===== config.mk =====
export PLATFORM = sky130hd
export DESIGN_NAME = image_rotate_mirror_address_gen_unit
export DESIGN_NICKNAME = d
export VERILOG_FILES = /design/src/rtl/irmag_pkg.sv /design/src/rtl/irmag_pitch.sv /design/src/rtl/image_rotate_mirror_address_gen_unit.sv
export SDC_FILE = /design/constraint.sdc
export NUM_CORES = 2
export LEC_CHECK = 0
export ABC_AREA = 0
export BUFFER_PORTS_ARGS = -buffer_cell sky130_fd_sc_hd__buf_2
export CORE_MARGIN = 5
export CORE_UTILIZATION = 40
export CTS_CLUSTER_DIAMETER = 150
export DETAILED_ROUTE_END_ITERATION = 10
export GPL_TIMING_DRIVEN = 0
export PLACE_DENSITY_LB_ADDON = 0.15
export SYNTH_ARGS = -nofsm -noshare
export SYNTH_HDL_FRONTEND = slang
export SYNTH_SLANG_ARGS = --single-unit

===== constraint.sdc =====
create_clock -name clk_i -period 15.8 [get_ports clk_i]
set_clock_uncertainty 0.15 [all_clocks]
set_input_delay 2.37 -clock clk_i [delete_from_list [all_inputs] [get_ports clk_i]]
set_output_delay 2.37 -clock clk_i [all_outputs]
set_load 0.01 [all_outputs]

===== src/rtl/irmag_pkg.sv =====
// Shared constants and types for the image rotate/mirror address generator.
`default_nettype none

package irmag_pkg;

  localparam int unsigned MAX_DIM_DEF     = 4096;
  localparam int unsigned PITCH_ALIGN_DEF = 16;

  localparam int unsigned DATA_W  = 32;
  localparam int unsigned PADDR_W = 5;
  localparam int unsigned IDX_W   = 3;

  localparam int unsigned ORIENT_W = 3;
  localparam int unsigned DIMREG_W = 13;
  localparam int unsigned BPP_W    = 3;
  localparam int unsigned SPITCH_W = 16;
  localparam int unsigned ADDR_W   = 32;

  localparam logic [BPP_W-1:0]    BPP_THREE     = 3'd3;
  localparam logic [BPP_W-1:0]    BPP_FOUR      = 3'd4;
  localparam logic [SPITCH_W-1:0] SPITCH_RESET  = 16'd16;
  localparam logic [DIMREG_W-1:0] DIM_RESET     = 13'd1;

  typedef enum logic [IDX_W-1:0] {
    REG_ORIENTATION  = 3'd0,
    REG_IMAGE_WIDTH  = 3'd1,
    REG_IMAGE_HEIGHT = 3'd2,
    REG_BPP          = 3'd3,
    REG_SRC_PITCH    = 3'd4,
    REG_SRC_BASE     = 3'd5,
    REG_DST_BASE     = 3'd6,
    REG_NONE         = 3'd7
  } reg_idx_e;

  typedef enum logic [ORIENT_W-1:0] {
    OR_IDENT      = 3'd0,
    OR_MIRROR     = 3'd1,
    OR_ROT90      = 3'd2,
    OR_ROT90_MIR  = 3'd3,
    OR_ROT180     = 3'd4,
    OR_ROT180_MIR = 3'd5,
    OR_ROT270     = 3'd6,
    OR_ROT270_MIR = 3'd7
  } orient_e;

endpackage

`default_nettype wire


===== src/rtl/irmag_pitch.sv =====
// Destination row pitch: dest width times bytes per pixel, rounded up to the alignment.
`default_nettype none

module irmag_pitch #(
  parameter int unsigned MAX_DIM     = irmag_pkg::MAX_DIM_DEF,
  parameter int unsigned PITCH_ALIGN = irmag_pkg::PITCH_ALIGN_DEF,
  parameter int unsigned DIM_W       = $clog2(MAX_DIM + 1),
  parameter int unsigned PV_W        = DIM_W + 4
) (
  input  wire logic             clk_i,
  input  wire logic [DIM_W-1:0] dest_width_i,
  input  wire logic             bpp_three_i,
  output logic      [PV_W-1:0]  pitch_o
);

  localparam int unsigned AL_W  = $clog2(PITCH_ALIGN + 1);
  localparam int unsigned SH    = PV_W + AL_W;
  localparam int unsigned RC_W  = SH + 1;
  localparam longint unsigned RECIP =
    ((64'd1 << SH) + 64'(PITCH_ALIGN) - 64'd1) / 64'(PITCH_ALIGN);
  localparam logic [RC_W-1:0] RECIP_V = RC_W'(RECIP);
  localparam logic [PV_W-1:0] ALIGN_V = PV_W'(PITCH_ALIGN);
  localparam logic [PV_W-1:0] ALIGN_M1 = PV_W'(PITCH_ALIGN - 1);

  logic [PV_W-1:0]      bytes_w;
  logic [PV_W-1:0]      padded;
  logic [PV_W+RC_W-1:0] prod;
  logic [PV_W-1:0]      quo_d;
  logic [PV_W-1:0]      quo_q;
  logic [PV_W-1:0]      pitch_d;
  logic [PV_W-1:0]      pitch_q;

  always_comb begin
    bytes_w = PV_W'(dest_width_i) * (bpp_three_i ? PV_W'(3) : PV_W'(4));
    padded  = bytes_w + ALIGN_M1;
    prod    = (PV_W+RC_W)'(padded) * (PV_W+RC_W)'(RECIP_V);
    quo_d   = PV_W'(prod >> SH);
    pitch_d = PV_W'(quo_q * ALIGN_V);
  end

  // follows the configuration registers through the quotient and pitch registers
  always_ff @(posedge clk_i) begin
    quo_q   <= quo_d;
    pitch_q <= pitch_d;
  end

  assign pitch_o = pitch_q;

endmodule

`default_nettype wire


===== src/rtl/image_rotate_mirror_address_gen_unit.sv =====
// Top level: config registers, raster walk and four-stage address pipeline.
//
// One word in, one source/destination address pair out, every clock while the
// output is not stalled. The raster position is updated at input acceptance;
// the addresses come out through a pipeline of position, products, source sum
// and destination sum stages, each with its own valid bit, so a stall on the
// output only backs up as far as the pipeline is full. The destination pitch
// is recomputed from the registers continuously, through a quotient register
// and a pitch register.
`default_nettype none

module image_rotate_mirror_address_gen_unit #(
  parameter int unsigned MAX_DIM     = irmag_pkg::MAX_DIM_DEF,
  parameter int unsigned PITCH_ALIGN = irmag_pkg::PITCH_ALIGN_DEF
) (
  input  wire logic                               clk_i,
  input  wire logic                               rst_ni,
  input  wire logic                               psel,
  input  wire logic                               penable,
  input  wire logic                               pwrite,
  input  wire logic [irmag_pkg::PADDR_W-1:0]      paddr,
  input  wire logic [irmag_pkg::DATA_W-1:0]       pwdata,
  output logic      [irmag_pkg::DATA_W-1:0]       prdata,
  output logic                                    pready,
  input  wire logic                               in_valid_i,
  output logic                                    in_stall_o,
  input  wire logic                               restart_i,
  output logic                                    out_valid_o,
  input  wire logic                               out_stall_i,
  output logic      [irmag_pkg::ADDR_W-1:0]       source_address_o,
  output logic      [irmag_pkg::ADDR_W-1:0]       destination_address_o,
  output logic                                    row_end_o,
  output logic                                    last_pixel_o
);

  localparam int unsigned DIM_W = $clog2(MAX_DIM + 1);
  localparam int unsigned POS_W = $clog2(MAX_DIM);
  localparam int unsigned PV_W  = DIM_W + 4;
  localparam int unsigned AW    = irmag_pkg::ADDR_W;

  // configuration registers
  irmag_pkg::orient_e                orient_q;
  logic [irmag_pkg::DIMREG_W-1:0]    width_q;
  logic [irmag_pkg::DIMREG_W-1:0]    height_q;
  logic [irmag_pkg::BPP_W-1:0]       bpp_q;
  logic [irmag_pkg::SPITCH_W-1:0]    spitch_q;
  logic [AW-1:0]                     sbase_q;
  logic [AW-1:0]                     dbase_q;

  irmag_pkg::reg_idx_e reg_idx;
  logic                cfg_wr;

  assign pready  = 1'b1;
  assign reg_idx = irmag_pkg::reg_idx_e'(paddr[irmag_pkg::PADDR_W-1:2]);
  assign cfg_wr  = psel && penable && pwrite;

  always_ff @(posedge clk_i or negedge rst_ni) begin
    if (!rst_ni) begin
      orient_q <= irmag_pkg::OR_IDENT;
      width_q  <= irmag_pkg::DIM_RESET;
      height_q <= irmag_pkg::DIM_RESET;
      bpp_q    <= irmag_pkg::BPP_FOUR;
      spitch_q <= irmag_pkg::SPITCH_RESET;
      sbase_q  <= '0;
      dbase_q  <= '0;
    end else if (cfg_wr) begin
      unique case (reg_idx)
        irmag_pkg::REG_ORIENTATION:  orient_q <= irmag_pkg::orient_e'(pwdata[2:0]);
        irmag_pkg::REG_IMAGE_WIDTH:  width_q  <= pwdata[irmag_pkg::DIMREG_W-1:0];
        irmag_pkg::REG_IMAGE_HEIGHT: height_q <= pwdata[irmag_pkg::DIMREG_W-1:0];
        irmag_pkg::REG_BPP:          bpp_q    <= pwdata[irmag_pkg::BPP_W-1:0];
        irmag_pkg::REG_SRC_PITCH:    spitch_q <= pwdata[irmag_pkg::SPITCH_W-1:0];
        irmag_pkg::REG_SRC_BASE:     sbase_q  <= pwdata;
        irmag_pkg::REG_DST_BASE:     dbase_q  <= pwdata;
        default: ;
      endcase
    end
  end

  always_comb begin
    unique case (reg_idx)
      irmag_pkg::REG_ORIENTATION:  prdata = 32'(orient_q);
      irmag_pkg::REG_IMAGE_WIDTH:  prdata = 32'(width_q);
      irmag_pkg::REG_IMAGE_HEIGHT: prdata = 32'(height_q);
      irmag_pkg::REG_BPP:          prdata = 32'(bpp_q);
      irmag_pkg::REG_SRC_PITCH:    prdata = 32'(spitch_q);
      irmag_pkg::REG_SRC_BASE:     prdata = sbase_q;
      irmag_pkg::REG_DST_BASE:     prdata = dbase_q;
      default:                     prdata = '0;
    endcase
  end

  // clamped geometry
  logic [DIM_W-1:0] wc;
  logic [DIM_W-1:0] hc;
  logic [DIM_W-1:0] dw;
  logic             bpp_three;
  logic [2:0]       bval;
  logic [PV_W-1:0]  dpitch;

  always_comb begin
    if (width_q == '0)
      wc = DIM_W'(1);
    else if (32'(width_q) > 32'(MAX_DIM))
      wc = DIM_W'(MAX_DIM);
    else
      wc = DIM_W'(width_q);
    if (height_q == '0)
      hc = DIM_W'(1);
    else if (32'(height_q) > 32'(MAX_DIM))
      hc = DIM_W'(MAX_DIM);
    else
      hc = DIM_W'(height_q);
    bpp_three = (bpp_q == irmag_pkg::BPP_THREE);
    bval      = bpp_three ? irmag_pkg::BPP_THREE : irmag_pkg::BPP_FOUR;
    dw        = orient_q[1] ? hc : wc;
  end

  irmag_pitch #(
    .MAX_DIM     (MAX_DIM),
    .PITCH_ALIGN (PITCH_ALIGN),
    .DIM_W       (DIM_W),
    .PV_W        (PV_W)
  ) u_pitch (
    .clk_i        (clk_i),
    .dest_width_i (dw),
    .bpp_three_i  (bpp_three),
    .pitch_o      (dpitch)
  );

  // pipeline flow control
  logic v1_q, v2_q, v3_q, v4_q;
  logic en1, en2, en3, en4;
  logic in_acc;

  assign en4        = !v4_q || !out_stall_i;
  assign en3        = !v3_q || en4;
  assign en2        = !v2_q || en3;
  assign en1        = !v1_q || en2;
  assign in_stall_o = !en1;
  assign in_acc     = in_valid_i && en1;

  always_ff @(posedge clk_i or negedge rst_ni) begin
    if (!rst_ni) begin
      v1_q <= 1'b0;
      v2_q <= 1'b0;
      v3_q <= 1'b0;
      v4_q <= 1'b0;
    end else begin
      if (en1) v1_q <= in_valid_i;
      if (en2) v2_q <= v1_q;
      if (en3) v3_q <= v2_q;
      if (en4) v4_q <= v3_q;
    end
  end

  // raster walk
  logic [POS_W-1:0] col_q, row_q;
  logic [POS_W-1:0] col_d, row_d;
  logic [POS_W-1:0] x, y;
  logic             rend, last;

  always_comb begin
    if (restart_i || DIM_W'(col_q) >= wc || DIM_W'(row_q) >= hc) begin
      x = '0;
      y = '0;
    end else begin
      x = col_q;
      y = row_q;
    end
    rend = (DIM_W'(x) == wc - DIM_W'(1));
    last = rend && (DIM_W'(y) == hc - DIM_W'(1));
    if (last) begin
      col_d = '0;
      row_d = '0;
    end else if (rend) begin
      col_d = '0;
      row_d = y + POS_W'(1);
    end else begin
      col_d = x + POS_W'(1);
      row_d = y;
    end
  end

  always_ff @(posedge clk_i or negedge rst_ni) begin
    if (!rst_ni) begin
      col_q <= '0;
      row_q <= '0;
    end else if (in_acc) begin
      col_q <= col_d;
      row_q <= row_d;
    end
  end

  // stage 1: position
  logic [POS_W-1:0] x1_q, y1_q;
  logic             rend1_q, last1_q;

  always_ff @(posedge clk_i) begin
    if (en1) begin
      x1_q    <= x;
      y1_q    <= y;
      rend1_q <= rend;
      last1_q <= last;
    end
  end

  // stage 2: destination coordinates and products
  logic [POS_W-1:0] xr, yr, dc, dr;
  logic [AW-1:0]    dr2_q, yp2_q, xb2_q, dcb2_q;
  logic             rend2_q, last2_q;

  always_comb begin
    xr = POS_W'(wc - DIM_W'(1) - DIM_W'(x1_q));
    yr = POS_W'(hc - DIM_W'(1) - DIM_W'(y1_q));
    unique case (orient_q)
      irmag_pkg::OR_MIRROR:     begin dc = xr;   dr = y1_q; end
      irmag_pkg::OR_ROT90:      begin dc = yr;   dr = x1_q; end
      irmag_pkg::OR_ROT90_MIR:  begin dc = yr;   dr = xr;   end
      irmag_pkg::OR_ROT180:     begin dc = xr;   dr = yr;   end
      irmag_pkg::OR_ROT180_MIR: begin dc = x1_q; dr = yr;   end
      irmag_pkg::OR_ROT270:     begin dc = y1_q; dr = xr;   end
      irmag_pkg::OR_ROT270_MIR: begin dc = y1_q; dr = x1_q; end
      default:                  begin dc = x1_q; dr = y1_q; end
    endcase
  end

  always_ff @(posedge clk_i) begin
    if (en2) begin
      dr2_q   <= AW'(dr);
      yp2_q   <= AW'(y1_q) * AW'(spitch_q);
      xb2_q   <= AW'(x1_q) * AW'(bval);
      dcb2_q  <= AW'(dc) * AW'(bval);
      rend2_q <= rend1_q;
      last2_q <= last1_q;
    end
  end

  // stage 3: source sum and destination row product
  logic [AW-1:0] src3_q, drp3_q, dcb3_q;
  logic          rend3_q, last3_q;

  always_ff @(posedge clk_i) begin
    if (en3) begin
      src3_q  <= sbase_q + yp2_q + xb2_q;
      drp3_q  <= dr2_q * AW'(dpitch);
      dcb3_q  <= dcb2_q;
      rend3_q <= rend2_q;
      last3_q <= last2_q;
    end
  end

  // stage 4: output register
  logic [AW-1:0] src4_q, dst4_q;
  logic          rend4_q, last4_q;

  always_ff @(posedge clk_i) begin
    if (en4) begin
      src4_q  <= src3_q;
      dst4_q  <= (orient_q == irmag_pkg::OR_IDENT) ? src3_q : dbase_q + drp3_q + dcb3_q;
      rend4_q <= rend3_q;
      last4_q <= last3_q;
    end
  end

  assign out_valid_o           = v4_q;
  assign source_address_o      = src4_q;
  assign destination_address_o = dst4_q;
  assign row_end_o             = rend4_q;
  assign last_pixel_o          = last4_q;

  // checks
  a_last_ends_row: assert property (@(posedge clk_i) disable iff (!rst_ni)
    out_valid_o |-> (!last_pixel_o || row_end_o))
    else $error("last pixel without row end");

  a_stall_only_full: assert property (@(posedge clk_i) disable iff (!rst_ni)
    in_stall_o |-> (v1_q && v2_q && v3_q && v4_q))
    else $error("input stalled with a bubble in the pipeline");

  // a restart or an out-of-image position starts over at row 0, so row 1 may follow
  a_row_step: assert property (@(posedge clk_i) disable iff (!rst_ni)
    in_acc |=> (row_q == '0 || row_q == POS_W'(1) || row_q == $past(row_q) ||
                row_q == $past(row_q) + POS_W'(1)))
    else $error("row counter jumped");

endmodule

`default_nettype wire


==> impl_metrics.ini <==
[power]
p_leak_nw = 18.0
peakVddDrop_mv = 0.114
power_density_mw_per_mm2 = 167

[floorplanning]
rows = 109
fp.dieW_um = 307
die_area_mm2 = 0.0944
initial_utilization_pct = 40.1
coreArea_mm2 = 0.0881
io_pins = 146
dieHeight_um = 307

[yosys]
synth_edf_count = 238
synthMuxAreaShare_pct = 5.30
syn-cell-area_mm2 = 0.0354
syn_inst = 3537
synth_top_family_by_area = adder cells
ys_types = 86
syn_avg_cell_area_um2 = 10.0
synth_warnings = 0
synth-xor-area-share_pct = 3.71
ys_seq_elements = 404
yosysTopAreaCell = edfxtp_1
synth_compound_area_share_pct = 11.0
synthTopCellsByArea = edfxtp_1 (20%), fa_1 (16%), ha_1 (12%)
synthSimpleGateAreaFrac_pct = 14.0
ys_seq_area_share_pct = 31.6
synth_adder_area_share_pct = 28.4
synthTopCellsByCount = inv_1 (388), nand2_1 (380), ha_1 (342), fa_1 (287), edfxtp_1 (238)
post-synth-top-count-cell = inv_1
ys_async_sr_fraction_pct = 34.7
synth_top_area_share_pct = 20.2
synthFlopType = edfxtp_1

[timing]
fin_hold_ws_ns = 0.173
fmax_mhz = 127
finalCriticalPeriod_ns = 7.89
timing.setup.tns_ns = 0
fin_crit_sh_pct = 50.0
finalSetupViolations = 0
rsz0062_at_grt = false
hold_violations = 0
maxSlewViolCount = 0
tightest_slew_ns = 1.26
relSlewSlack_pct = 15.5

[clock_network]
post_cts_buffers = 0
root_buffer = clkbuf_16
cts_sinks = 404
cts_htree_levels = 2
hold_buffers = 0
cts_tree = yes
numCtsBuffers = 48
clock_path_buffers = 3
path_clk_slew_ns = 0.06
cts_resized = 0
clk_latency_ns = 0.60

[global_routing]
grt_overflow = 0
first_global_vias = 26400
antenna_found_initial = 1
grt_pass1_wl_mm = 168
grt_use_total_pct = 23.3
grt_max_degree = 82

[worst_setup_path]
cp.arrival_ns = 8.12
critPathRequiredTime_ns = 16.03
cp_max_fo = 10
cp_common_cell = o21ai_0
worstSetupPathType = flop to flop
startpoint_type = flop
crit_slowest_cell = nor4_1
cp-end-kind = flop
max_stage_delay_ns = 0.80

[route]
ant_nets = 0
drt_pass1_iterations = 5
post_drt_wl_per_cell_um = 22.5
wl_mm = 111
routed_via_density = 5.36
drt_iter0_markers = 1934
drc = 0
vias = 26500

[finish]
syn_to_final_growth_pct = 11.2
n_antenna_cell = 0
drive_above_1_share_pct = 10.4
layoutNonFillerInstCount = 4940
nets = 4409

[worst_hold_path]
hp-class = flop to flop

[run_status]
status = completed

[placement]
place_congestion = 0.926
dp_hpwl_mm = 90.8
portBuffers = 141
dp_cells = 4850

[job]
cap_violations = 0
[power breakdown]
part	internal, mW	switching [mW]
registers	1.59	0.298
logic	1.42	2.11
clock network	0.683	0.470
total	3.70	2.88
[cells by family (layout without fill, tap and decap cells)]
family | after synthesis | count (layout)
simple gates | 1019 | 1019
compound gates | 600 | 600
fa+ha+maj | 629 | 629
flops | 404 | 404
buf+inv | 566 | 802
mux | 169 | 169
other cells | 2 | 4
xor+xnor | 148 | 148
[cell usage in the layout (no fill, tap or decap), types with 18 or more instances in the layout]
cell type	n
a211oi_1	19
a21o_1	54
a21oi_1	149
a22oi_1	22
a31oi_1	29
and2_1	139
and3_1	35
buf_2	146
clkbuf_1	167
clkbuf_16	50
dfrtp_1	136
dfxtp_1	26
edfxtp_1	238
fa_1	287
ha_1	342
inv_1	387
mux2_2	126
mux2i_1	41
nand2_1	378
nand2b_1	44
nand3_1	51
nor2_1	187
nor2b_1	43
nor3_1	47
o211ai_1	22
o21a_1	22
o21ai_0	139
o21bai_1	18
xnor2_1	107
xor2_1	40
[sequential cells by signal (all words and copies together) (netlist names), 3 cells and up]
register,cells
dbase_q,32
destination_address_o,32
sbase_q,32
source_address_o,32
src3_q,32
yp2_q,28
drp3_q,25
spitch_q,16
dcb2_q,15
dcb3_q,15
xb2_q,15
height_q,13
u_pitch.pitch_o,13
u_pitch.quo_q,13
width_q,13
col_q,12
dr2_q,12
row_q,12
x1_q,12
y1_q,12
bpp_q,3
orient_q,3
[worst paths after layout]
kind,startpoint,endpoint,slack [ns],cells past startpoint
min in group asynchronous,rst_ni,col_q[9],1.62,1
worst min register to register,u_pitch.quo_q[5],u_pitch.pitch_o[9],0.17,0
worst max register to register,height_q[9],dcb2_q[13],7.91,28
worst max-delay path,height_q[9],dcb2_q[13],7.91,28
max in group asynchronous,rst_ni,sbase_q[31],12.97,2
worst min-delay path,u_pitch.quo_q[5],u_pitch.pitch_o[9],0.17,0
[stage by stage]
stage	area [µm²]	utilization, %	worst slack [ns]	total power [mW]
finish	39300	44.6	7.91	6.58
global route	39300	44.6	7.42	7.12
CTS	39300	44.6	7.93	6.62
detailed placement	37700	42.8	8.00	5.43
global placement	37500	42.6	7.99	5.42
floorplan	35400	-	9.32	4.24
[layer usage]
| metal | GRT usage (%) | wire [µm] | up-vias | part of all wire (%) |
|---|---|---|---|---|
| li1 | - | - | 12500 | - |
| met1 | 33.4 | 51200 | 13000 | 46 |
| met2 | 36.9 | 49200 | 840 | 44 |
| met3 | 3.51 | 6910 | 152 | 6.2 |
| met4 | 6.71 | 3770 | 0 | 3.4 |
| met5 | 0 | 0 | - | 0 |
[worst max-delay path: cells and delay by family (launching register included)]
kind / cells / cell delay, ns
AO/OA/AOI/OAI: 11 / 2.13
XOR/XNOR: 2 / 0.84
adder cells (fa/ha/maj): 4 / 1.42
buffers and inverters: 4 / 0.68
flip-flops: 1 / 0.35
AND/OR/NAND/NOR: 7 / 2.06
[layout make-up]
cell class                      count  area (µm²)
Multi-Input combinational cell   2569       22100
Sequential cell                   404       11200
Clock buffer                       65        1350
Inverter                          389        1460
Fill cell                        8597       48800
Timing Repair Buffer              146         827
Buffer                            177         674
Clock inverter                     25         290
Tap cell                         1165        1460
Power figures use the tool's default switching activity.
